`config.mk`:
```
export PLATFORM = sky130hd
export DESIGN_NAME = lms_adaptive_fir_equalizer_flat
export DESIGN_NICKNAME = d
export VERILOG_FILES = /design/src/rtl/lms_pkg.sv /design/src/rtl/lms_if.sv /design/src/rtl/lms_ctrl.sv /design/src/rtl/lms_datapath.sv /design/src/rtl/lms_adaptive_fir_equalizer.sv /design/src/flat_wrapper.sv
export SDC_FILE = /design/constraint.sdc
export NUM_CORES = 2
export LEC_CHECK = 0
export BUFFER_PORTS_ARGS = -buffer_cell sky130_fd_sc_hd__buf_2
export CORE_MARGIN = 2
export CORE_UTILIZATION = 59
export CTS_CLUSTER_SIZE = 20
export DETAILED_ROUTE_END_ITERATION = 7
export PLACE_DENSITY = 0.85
export SLEW_MARGIN = 15
export SYNTH_ARGS = -nofsm -noshare
export SYNTH_HDL_FRONTEND = slang
export SYNTH_HIERARCHICAL = 1
export SYNTH_SLANG_ARGS = --single-unit
```
`constraint.sdc`:
```
create_clock -name clk -period 15.6 [get_ports clk]
set_clock_uncertainty 0.2 [all_clocks]
set_input_delay 3.12 -clock clk [delete_from_list [all_inputs] [get_ports clk]]
set_output_delay 3.12 -clock clk [all_outputs]
set_load 0.005 [all_outputs]
```
`src/rtl/lms_pkg.sv`:
```
`timescale 1ns / 1ps
`default_nettype none

package lms_pkg;

	// Number of taps in the delay line and the coefficient set.
	localparam int TAPS = 10;
	localparam int TAP_W = (TAPS > 1) ? $clog2(TAPS) : 1;

	// Q1.15 samples and Q0.15 step size.
	localparam int SAMPLE_W = 16;
	localparam int STEP_W = 15;
	localparam int PROD_W = 2 * SAMPLE_W;

	localparam logic [STEP_W-1:0] STEP_RESET = 15'd328;

	// Operand selection for the shared multiplier.
	typedef enum logic [1:0] {
		OP_FIR,
		OP_GAIN,
		OP_UPD
	} lms_op_t;

	// Commands from the controller to the datapath.
	typedef struct packed {
		logic             shift;
		logic             acc_clr;
		logic             mul_en;
		lms_op_t          mul_op;
		logic [TAP_W-1:0] idx;
		logic             err_load;
		logic             out_load;
	} lms_cmd_t;

endpackage

`default_nettype wire

```
`src/rtl/lms_if.sv`:
```
`timescale 1ns / 1ps
`default_nettype none

// Input channel: one sample and its desired value per word.
interface lms_in_if import lms_pkg::*; ();
	logic                       valid;
	logic                       ready;
	logic signed [SAMPLE_W-1:0] sample_in;
	logic signed [SAMPLE_W-1:0] desired;

	modport source(output valid, output sample_in, output desired, input ready);
	modport sink(input valid, input sample_in, input desired, output ready);
endinterface

// Output channel: filter output and error per word.
interface lms_out_if import lms_pkg::*; ();
	logic                       valid;
	logic                       ready;
	logic signed [SAMPLE_W-1:0] filter_out;
	logic signed [SAMPLE_W-1:0] error_out;

	modport source(output valid, output filter_out, output error_out, input ready);
	modport sink(input valid, input filter_out, input error_out, output ready);
endinterface

`default_nettype wire

```
`src/rtl/lms_ctrl.sv`:
```
`timescale 1ns / 1ps
`default_nettype none

module lms_ctrl import lms_pkg::*; (
	input  wire logic     clk,
	input  wire logic     arst_n,
	input  wire logic     in_valid,
	output logic          in_ready,
	output logic          out_valid,
	input  wire logic     out_ready,
	output lms_cmd_t      cmd
);

	typedef enum logic [2:0] {
		ST_IDLE,
		ST_FIR,
		ST_ERR,
		ST_ERRL,
		ST_GAIN,
		ST_GWAIT,
		ST_UPD,
		ST_DONE
	} state_t;

	state_t           state_q;
	logic [TAP_W-1:0] idx_q;
	logic             last_tap;
	logic             out_free;

	assign last_tap = (idx_q == TAP_W'(TAPS - 1));
	assign out_free = !out_valid || out_ready;
	assign in_ready = (state_q == ST_IDLE);

	always_comb begin
		cmd          = '0;
		cmd.mul_op   = OP_FIR;
		cmd.idx      = idx_q;
		case (state_q)
			ST_IDLE: begin
				cmd.shift   = in_valid;
				cmd.acc_clr = in_valid;
			end
			ST_FIR: begin
				cmd.mul_en = 1'b1;
				cmd.mul_op = OP_FIR;
			end
			ST_ERRL: begin
				cmd.err_load = 1'b1;
			end
			ST_GAIN: begin
				cmd.mul_en = 1'b1;
				cmd.mul_op = OP_GAIN;
			end
			ST_UPD: begin
				cmd.mul_en = 1'b1;
				cmd.mul_op = OP_UPD;
			end
			ST_DONE: begin
				cmd.out_load = out_free;
			end
			default: begin
			end
		endcase
	end

	always_ff @(posedge clk or negedge arst_n) begin
		if (!arst_n) begin
			state_q   <= ST_IDLE;
			idx_q     <= '0;
			out_valid <= 1'b0;
		end else begin
			// A new result takes the output register as the old one leaves it.
			if (state_q == ST_DONE && out_free) begin
				out_valid <= 1'b1;
			end else if (out_valid && out_ready) begin
				out_valid <= 1'b0;
			end
			case (state_q)
				ST_IDLE: begin
					if (in_valid) begin
						state_q <= ST_FIR;
						idx_q   <= '0;
					end
				end
				ST_FIR: begin
					if (last_tap) begin
						state_q <= ST_ERR;
						idx_q   <= '0;
					end else begin
						idx_q <= idx_q + 1'b1;
					end
				end
				// The last filter product is accumulated here.
				ST_ERR: begin
					state_q <= ST_ERRL;
				end
				ST_ERRL: begin
					state_q <= ST_GAIN;
				end
				ST_GAIN: begin
					state_q <= ST_GWAIT;
				end
				ST_GWAIT: begin
					state_q <= ST_UPD;
					idx_q   <= '0;
				end
				ST_UPD: begin
					if (last_tap) begin
						state_q <= ST_DONE;
						idx_q   <= '0;
					end else begin
						idx_q <= idx_q + 1'b1;
					end
				end
				ST_DONE: begin
					if (out_free) begin
						state_q <= ST_IDLE;
					end
				end
				default: begin
					state_q <= ST_IDLE;
				end
			endcase
		end
	end

endmodule

`default_nettype wire

```
`src/rtl/lms_datapath.sv`:
```
`timescale 1ns / 1ps
`default_nettype none

module lms_datapath import lms_pkg::*; (
	input  wire logic                       clk,
	input  wire logic                       arst_n,
	input  wire lms_cmd_t                   cmd,
	input  wire logic signed [SAMPLE_W-1:0] sample_in,
	input  wire logic signed [SAMPLE_W-1:0] desired,
	input  wire logic                       cfg_we,
	input  wire logic [STEP_W-1:0]          cfg_wdata,
	output logic signed [SAMPLE_W-1:0]      filter_out,
	output logic signed [SAMPLE_W-1:0]      error_out
);

	logic signed [SAMPLE_W-1:0] delay_q [TAPS];
	logic signed [SAMPLE_W-1:0] weight_q [TAPS];
	logic        [STEP_W-1:0]   step_q;
	logic signed [SAMPLE_W-1:0] desired_q;
	logic signed [SAMPLE_W-1:0] acc_q;
	logic signed [SAMPLE_W-1:0] err_q;
	logic signed [SAMPLE_W-1:0] g_q;
	logic signed [SAMPLE_W-1:0] filter_q;
	logic signed [SAMPLE_W-1:0] error_q;

	logic signed [SAMPLE_W-1:0] mul_a;
	logic signed [SAMPLE_W-1:0] mul_b;
	logic signed [PROD_W-1:0]   prod_s1;
	lms_op_t                    op_s1;
	logic        [TAP_W-1:0]    idx_s1;
	logic                       vld_s1;
	logic signed [SAMPLE_W-1:0] prod_q15;

	// Floor of the product over 2^15, wrapped to 16 bits.
	assign prod_q15 = prod_s1[PROD_W-2:SAMPLE_W-1];

	always_comb begin
		case (cmd.mul_op)
			OP_FIR: begin
				mul_a = delay_q[cmd.idx];
				mul_b = weight_q[cmd.idx];
			end
			OP_GAIN: begin
				mul_a = $signed(SAMPLE_W'(step_q));
				mul_b = err_q;
			end
			OP_UPD: begin
				mul_a = g_q;
				mul_b = delay_q[cmd.idx];
			end
			default: begin
				mul_a = '0;
				mul_b = '0;
			end
		endcase
	end

	always_ff @(posedge clk or negedge arst_n) begin
		if (!arst_n) begin
			vld_s1 <= 1'b0;
			step_q <= STEP_RESET;
			for (int i = 0; i < TAPS; i++) begin
				delay_q[i]  <= '0;
				weight_q[i] <= '0;
			end
		end else begin
			vld_s1 <= cmd.mul_en;
			if (cfg_we) begin
				step_q <= cfg_wdata;
			end
			if (cmd.shift) begin
				delay_q[0] <= sample_in;
				for (int i = 1; i < TAPS; i++) begin
					delay_q[i] <= delay_q[i-1];
				end
			end
			if (vld_s1 && op_s1 == OP_UPD) begin
				weight_q[idx_s1] <= weight_q[idx_s1] + prod_q15;
			end
		end
	end

	always_ff @(posedge clk) begin
		if (cmd.mul_en) begin
			prod_s1 <= mul_a * mul_b;
			op_s1   <= cmd.mul_op;
			idx_s1  <= cmd.idx;
		end
		if (cmd.shift) begin
			desired_q <= desired;
		end
		if (cmd.acc_clr) begin
			acc_q <= '0;
		end else if (vld_s1 && op_s1 == OP_FIR) begin
			acc_q <= acc_q + prod_q15;
		end
		if (vld_s1 && op_s1 == OP_GAIN) begin
			g_q <= prod_q15;
		end
		if (cmd.err_load) begin
			err_q <= desired_q - acc_q;
		end
		if (cmd.out_load) begin
			filter_q <= acc_q;
			error_q  <= err_q;
		end
	end

	assign filter_out = filter_q;
	assign error_out  = error_q;

endmodule

`default_nettype wire

```
`src/rtl/lms_adaptive_fir_equalizer.sv`:
```
`timescale 1ns / 1ps
`default_nettype none

// Ten-tap LMS adaptive equalizer on Q1.15 samples.
// The samples channel carries one word per symbol: a new sample and the desired
// value for it. The results channel returns one word per accepted input: the
// filter output formed before the coefficient update, and the error, desired
// minus that output. Both channels use a valid/ready handshake.
// The step size mu (Q0.15) is written through cfg_we and cfg_wdata; the user must
// write it only while the block is idle, which the block does not enforce, and it
// then takes effect on the next accepted word.
// One shared 16x16 multiplier forms all TAPS filter products, the gain product
// and all TAPS update products in turn, so no new word is accepted until the
// update pass is done and the result has gone to the output register.
// The result sits in an output register, so the next input word is accepted
// while an earlier result still waits. If the receiver stalls long enough that
// a second result is ready, the block holds it and takes no new input until the
// first one is taken.
// Reset clears the delay line and the coefficients, loads the step size with
// its default of 328 (about 0.01) and leaves the results channel empty.

module lms_adaptive_fir_equalizer import lms_pkg::*; (
	input  wire logic              clk,
	input  wire logic              arst_n,
	lms_in_if.sink                 samples,
	lms_out_if.source              results,
	input  wire logic              cfg_we,
	input  wire logic [STEP_W-1:0] cfg_wdata
);

	lms_cmd_t cmd;

	// Sequencer: walks the filter pass, the error and gain steps and the update pass.
	lms_ctrl u_ctrl (
		.clk       (clk),
		.arst_n    (arst_n),
		.in_valid  (samples.valid),
		.in_ready  (samples.ready),
		.out_valid (results.valid),
		.out_ready (results.ready),
		.cmd       (cmd)
	);

	// Delay line, coefficients, shared multiplier and the output register.
	lms_datapath u_datapath (
		.clk        (clk),
		.arst_n     (arst_n),
		.cmd        (cmd),
		.sample_in  (samples.sample_in),
		.desired    (samples.desired),
		.cfg_we     (cfg_we),
		.cfg_wdata  (cfg_wdata),
		.filter_out (results.filter_out),
		.error_out  (results.error_out)
	);

	// Once a word is taken, the block is busy with it.
	a_busy_after_accept: assert property (@(posedge clk) disable iff (!arst_n)
		samples.valid && samples.ready |=> !samples.ready)
		else $error("input accepted again right after a word was taken");

	// A new result never overwrites one the receiver has not taken.
	a_no_overwrite: assert property (@(posedge clk) disable iff (!arst_n)
		cmd.out_load |-> !results.valid || results.ready)
		else $error("pending result overwritten");

	// Loading the output register presents a result on the next cycle.
	a_load_shows: assert property (@(posedge clk) disable iff (!arst_n)
		cmd.out_load |=> results.valid)
		else $error("loaded result not presented");

	// The multiplier only runs while a word is in flight.
	a_mul_busy: assert property (@(posedge clk) disable iff (!arst_n)
		cmd.mul_en |-> !samples.ready)
		else $error("multiplier active while idle");

endmodule

`default_nettype wire
```
`src/flat_wrapper.sv`:
```
// flat-port wrapper written by rule: the top's interface ports become plain ports
module lms_adaptive_fir_equalizer_flat import lms_pkg::*;
  (clk, arst_n, cfg_we, cfg_wdata, samples_valid, samples_sample_in, samples_desired, samples_ready, results_valid, results_filter_out, results_error_out, results_ready);
  lms_in_if samples_i ();
  lms_out_if results_i ();
  input  wire logic clk;
  input  wire logic arst_n;
  input  wire logic cfg_we;
  input  wire logic [STEP_W-1:0] cfg_wdata;
  input wire logic [$bits(samples_i.valid)-1:0] samples_valid;
  input wire logic [$bits(samples_i.sample_in)-1:0] samples_sample_in;
  input wire logic [$bits(samples_i.desired)-1:0] samples_desired;
  output wire logic [$bits(samples_i.ready)-1:0] samples_ready;
  output wire logic [$bits(results_i.valid)-1:0] results_valid;
  output wire logic [$bits(results_i.filter_out)-1:0] results_filter_out;
  output wire logic [$bits(results_i.error_out)-1:0] results_error_out;
  input wire logic [$bits(results_i.ready)-1:0] results_ready;
  assign samples_i.valid = samples_valid;
  assign samples_i.sample_in = samples_sample_in;
  assign samples_i.desired = samples_desired;
  assign samples_ready = samples_i.ready;
  assign results_valid = results_i.valid;
  assign results_filter_out = results_i.filter_out;
  assign results_error_out = results_i.error_out;
  assign results_i.ready = results_ready;
  lms_adaptive_fir_equalizer u_core (.clk(clk), .arst_n(arst_n), .samples(samples_i), .results(results_i), .cfg_we(cfg_we), .cfg_wdata(cfg_wdata));
endmodule
```
# Yosys cells after proc, flatten, opt, wreduce, memory -nomap -nowiden
# Index checks and enable logic that the tools add are counted.
[word_totals]
elab_cells = 104
register_bits = 477
inputBits = 52
[op_classes]
bitwise = 2
n_eq_ne = 16
add_sub_neg = 4
muxes = 28
magnitude_cmp = 3
n_mul = 1
n_reduce_logical = 16
[ops]
columns = ["op", "count"]
rows = [
  ["binary-select mux 16 bit (select 4 bit)", 3],
  ["bitwise mux 160 bit", 1],
  ["2-to-1 mux 16 bit", 7],
  ["one-hot mux 16 bit (3 select lines)", 2],
  ["demux 16 bit (select 4 bit)", 1],
  ["adder 16 bit", 2],
  ["multiplier 16 x 16 -> 31 bit", 1],
  ["one-hot mux 3 bit (8 select lines)", 1],
  ["subtractor 16 bit", 1],
  ["equality test 3 bit (second input constant)", 4],
  ["2-to-1 mux 3 bit", 4],
  ["one-hot mux 4 bit (3 select lines)", 1],
  [">= comparator 5 bit (second input constant)", 2],
  ["NOT 4 -> 5 bit", 2],
  ["one-hot mux 3 bit (3 select lines)", 1],
  ["2-to-1 mux 4 bit", 2],
  ["inequality test 2 bit (second input constant)", 4],
  ["equality test 3 x 2 -> 1 bit (second input constant)", 2],
  ["logical AND 1 bit", 6],
  ["< comparator 5 x 1 -> 1 bit (second input constant)", 1],
  ["adder 4 x 1 -> 4 bit (second input constant)", 1],
  ["equality test 2 x 1 -> 1 bit (second input constant)", 2],
  ["equality test 2 bit (second input constant)", 2],
  ["equality test 4 bit (second input constant)", 1],
  ["other kinds (12)", 16],
]

# Longest topological paths before layout
[depth]
depth_word = 6
ltp_mapped = 35
ltp_nobuf = 30

# Hierarchy
# The synthesis kept the hierarchy.
[modules_own_cells]
columns = ["mod", "n_inst", "area_per_inst_um2", "cells_each"]
rows = [
  ["lms_datapath", 1, 32037.0, 2797],
  ["lms_ctrl", 1, 588.1, 60],
]

# Worst setup path after synthesis
# No wires, ideal clock.
[synth_timing]
kind = "reg-to-reg"
start = "reg u_core.u_ctrl.idx_q[0]"
end = "reg u_core.u_datapath.prod_s1[30], data pin"
t_required_ns = 15.140
slack_ns = 7.540
path_buffers = 6
period_less_slack_ns = 8.060
setup_time_ns = 0.260
stages_incl_launch_ff = 30
arrival_ns = 7.600
cell_sequence = "dfrtp_1 > buf_6 > buf_12 > buf_12 > buf_6 > buf_6 > mux4_2 > a221oi_1 > nor3_1 > a21oi_2 > buf_2 > nor2_1 > fa_1 > fa_1 > fa_1 > fa_1 > fa_1 > inv_1 > fa_1 > inv_1 > ha_1 > a21o_1 > a21o_1 > a211oi_1 > a2111oi_0 > o21ai_0 > o2111ai_2 > a31o_1 > a21oi_2 > xnor2_1"
[synth_between]
elab_chain_len = 6
[synth_rtl]
columns = ["item", "line", "text"]
rows = [
  ["start: declaration", "lms_ctrl.sv:26", "logic [TAP_W-1:0] idx_q;"],
  ["start signal: assignment", "lms_ctrl.sv:90", "idx_q <= idx_q + 1'b1;"],
  ["start signal: assignment", "lms_ctrl.sv:112", "idx_q <= idx_q + 1'b1;"],
  ["NOT 4 -> 5 bit (not written as such) *", "lms_datapath.sv:40, lms_datapath.sv:41, lms_datapath.sv:49", ""],
  ["binary-select mux 16 bit (select 4 bit), on equally long branches", "lms_datapath.sv:40, lms_datapath.sv:49, lms_datapath.sv:41", ""],
  ["2-to-1 mux 16 bit, on equally long branches (2 in series)", "lms_datapath.sv:40, lms_datapath.sv:49, lms_datapath.sv:41", ""],
  ["one-hot mux 16 bit (3 select lines)", "lms_datapath.sv:38", "case (cmd.mul_op)"],
  ["multiplier 16 x 16 -> 31 bit *", "lms_datapath.sv:85", "prod_s1 <= mul_a * mul_b;"],
  ["end signal: assignment", "lms_datapath.sv:85", ""],
  ["end: declaration", "lms_datapath.sv:28", "logic signed [PROD_W-1:0] prod_s1;"],
]
# Every way passes the cells marked *; elsewhere a longest branch is shown, timed or not. The select of a mux whose other input is x is not followed.
# A chain may end at the register's enable or synchronous reset.

# Worst setup path in the final report
# Same ends and word-level chain as after synthesis.

==> impl_metrics.env <==
export IMPL_outcome="finished, final reports clean"
export IMPL_ys_top_cells_by_area="dfrtp_1 26%, fa_1 16%, mux2_2 10%, edfxtp_1 9.4%, mux4_2 6.2%"
export IMPL_antenna_found_initial=3
export IMPL_avgRoutedWirePerCell_um=24.52
export IMPL_clock_latency_ps=620
export IMPL_tritoncts="done"
export IMPL_worstSetupPathType="flop to flop"
export IMPL_post_cts_resized=0
export IMPL_r2r_cells=30
export IMPL_hpwl_mm=63.37
export IMPL_ant_nets=0
export IMPL_min_delay_start="u_core/u_datapath/delay_q[14]"
export IMPL_cts_setup_buffers=0
export IMPL_cts_buffers=50
export IMPL_port_buffers=85
export IMPL_area_sequential_um2=12000
export IMPL_synth_top_area_share_pct=26.16
export IMPL_cp_start_kind="flop"
export IMPL_fp_dieH_um=239.2
export IMPL_htree_levels=2
export IMPL_place_congestion=1.009
export IMPL_clk_path_buf_depth=3
export IMPL_grt_usage_pct=32.25
export IMPL_slowest_stage="dfrtp_4"
export IMPL_fin_util_pct=64.33
export IMPL_syn_num_nets=3295
export IMPL_crit_path_frequent_cell="fa_1"
export IMPL_critPathBufInv=6
export IMPL_period_needed_ps=9996
export IMPL_ys_flop_type="dfrtp_1"
export IMPL_maxSlewHeadroom_pct=13.51
export IMPL_grt_overflow=0
export IMPL_ys_seq_area_share_pct=36.77
export IMPL_clock_root_buffer="clkbuf_16"
export IMPL_grt_pass1_wl_mm=139.5
export IMPL_max_freq_mhz=100.0
export IMPL_synth_edf_count=102
export IMPL_coreArea_um2=54880
export IMPL_r2r_slack_ps=5600
export IMPL_multiInputGateArea_um2=18690
export IMPL_syn_inst=2857
export IMPL_reg2reg_from="u_core/u_ctrl/idx_q[0]"
export IMPL_drc_errors=0
export IMPL_rows=86
export IMPL_layout_nets=3333
export IMPL_io_pins=86
export IMPL_worst_slew_pin_slew_ps=1297
export IMPL_via_count=23300
export IMPL_min_path_cells=1
export IMPL_setup_viol=0
export IMPL_cp_end_kind="flop"
export IMPL_synth_area_um2=32630
export IMPL_drive_gt1_share_pct=22.49
export IMPL_fillers=3972
export IMPL_vias_per_cell=6.394
export IMPL_ctsHoldBuffers=0
export IMPL_yosysMostFrequentCell="inv_1"
export IMPL_first_pass_iters=6
export IMPL_grt_max_degree=140
export IMPL_syn_to_final_growth_pct=8.215
export IMPL_critPathMaxStageDelay_ps=890
export IMPL_placed_area_um2=33620
export IMPL_worst_ep_arrival_time_ps=10140
export IMPL_maxCapViolations=0
export IMPL_ys_ff_latch=462
export IMPL_slew_violations=0
export IMPL_fin_crit_sh_pct=64.08
export IMPL_rsz0062_at_grt="no"
export IMPL_pre_cts_slack_ps=5844
export IMPL_start_util_pct=59.45
export IMPL_synthArstFlopShare_pct=74.46
export IMPL_hp_class="flop to flop"
export IMPL_path_clk_slew_ps=60
export IMPL_synthDistinctLibCells=97
export IMPL_min_to="u_core/u_datapath/delay_q[14]"
export IMPL_fin_ws_ps=5604
export IMPL_syn_avg_cell_area_um2=11.42
export IMPL_ys_top_cells_by_count="345 x inv_1, 341 x dfrtp_1, 290 x mux2_2, 258 x fa_1, 224 x nor2_1"
export IMPL_fin_setup_tns_ps=0
export IMPL_fin_area_um2=35310
export IMPL_dieArea_um2=57190
export IMPL_grt_pass1_vias=24810
export IMPL_drt_iter0_markers=2517
export IMPL_cts_sinks=462
export IMPL_post_synth_top_area_cell="dfrtp_1"
export IMPL_path_max_fanout=38
export IMPL_ys_warnings_count=6
export IMPL_dieWidth_um=239.2
export IMPL_crit_family="adder cells"
export IMPL_finalHoldViolCount=0
export IMPL_r2r_end="u_core/u_datapath/prod_s1[30]"
export IMPL_drt_total_wl_mm=89.31
export IMPL_cp_required_ps=15750
logic make-up after synthesis:
| kind of cell | synth area share (%) |
|---|---|
| adders and majority gates | 20.74 |
| AOI/OAI and AO/OA | 7.678 |
| buffers and inverters | 6.128 |
| muxes | 18.18 |
| DFF | 36.77 |
| xor gates and xnor gates | 1.745 |
| and+or+nand+nor | 8.759 |
per-layer routing:
metal  GRT usage [%]  wire, um
met5               0        12
met4           18.16      5210
met3           6.721      8918
met2           51.59     42190
met1           41.21     32980
worst register-to-register path: cells and delay by family (launching register included):
family / cells / cell delay [ps]
simple gates: 4 / 620
fa+ha+maj: 7 / 3320
mux: 1 / 390
compound gates: 11 / 2820
buf+inv: 6 / 1410
xor+xnor: 1 / 70
flops: 1 / 890
area by class of cell:
class / instances / share of cell area [%]
multi-input cells: 1906 / 52.93
diodes: 4 / 0.02835
clock buffers: 81 / 4.278
clock inverters: 11 / 0.4324
well taps: 704 / 2.495
inverters: 348 / 3.700
repair buffers: 127 / 2.137
flip-flops and latches: 462 / 34.00
layout by cell type, fill, tap and decap left out, types with 5 or more instances in the layout:
cell and count:
and2_1 9, o21ai_0 115, buf_4 41, xor2_1 19
dfrtp_1 339, o21ai_1 14, a22oi_1 20, a221oi_1 16
xnor2_1 46, nor2b_1 19, mux2i_1 50, clkbuf_8 10
nor3_1 35, a211oi_1 17, mux4_2 90, o21a_1 12
o31ai_1 12, a21oi_2 10, buf_2 84, clkbuf_16 52
clkbuf_1 19, nand3_1 24, dfxtp_1 16, fa_1 258
a21boi_0 5, a21o_1 20, edfxtp_1 102, or2_2 16
a21oi_1 96, or2_1 7, ha_1 128, o211ai_1 6
nand2_1 211, mux2_2 290, nor2_1 224, nand2b_1 26
inv_1 345, or3_1 14
worst max path at each step:
stage / slack [ps] / startpoint / to / cells past startpoint
after floorplan: 7540 / u_core/u_ctrl/idx_q[0] / u_core/u_datapath/prod_s1[30] / 29
after global placement: 5960 / u_core/u_ctrl/idx_q[0] / u_core/u_datapath/prod_s1[30] / 28
after detailed placement: 5840 / u_core/u_ctrl/idx_q[0] / u_core/u_datapath/prod_s1[30] / 28
after CTS: 5760 / u_core/u_ctrl/idx_q[0] / u_core/u_datapath/prod_s1[30] / 28
after global routing: 5210 / u_core/u_ctrl/idx_q[0] / u_core/u_datapath/prod_s1[30] / 30
final: 5600 / u_core/u_ctrl/idx_q[0] / u_core/u_datapath/prod_s1[30] / 30
through the flow:
step           instances  hold WS [ps]
3_5_place_dp        3547         294.5
2_1_floorplan       2857         220.8
5_1_grt             3639         319.3
6_report            3643         311.4
3_3_place_gp        3547         274.1
4_1_cts             3639         304.7
state kept, by name, summed over array words and instances, names as in the netlist, 15 cells and up:
signal	count
u_core/u_datapath/acc_q	16
u_core/u_datapath/delay_q	160
u_core/u_datapath/desired_q	16
u_core/u_datapath/err_q	16
u_core/u_datapath/error_out	16
u_core/u_datapath/filter_out	16
u_core/u_datapath/g_q	16
u_core/u_datapath/prod_s1	16
u_core/u_datapath/step_q	15
u_core/u_datapath/weight_q	160
Power is left out: the tool's default activity adds up to more than one toggle a clock period on the data nets, which glitch-free logic cannot reach.
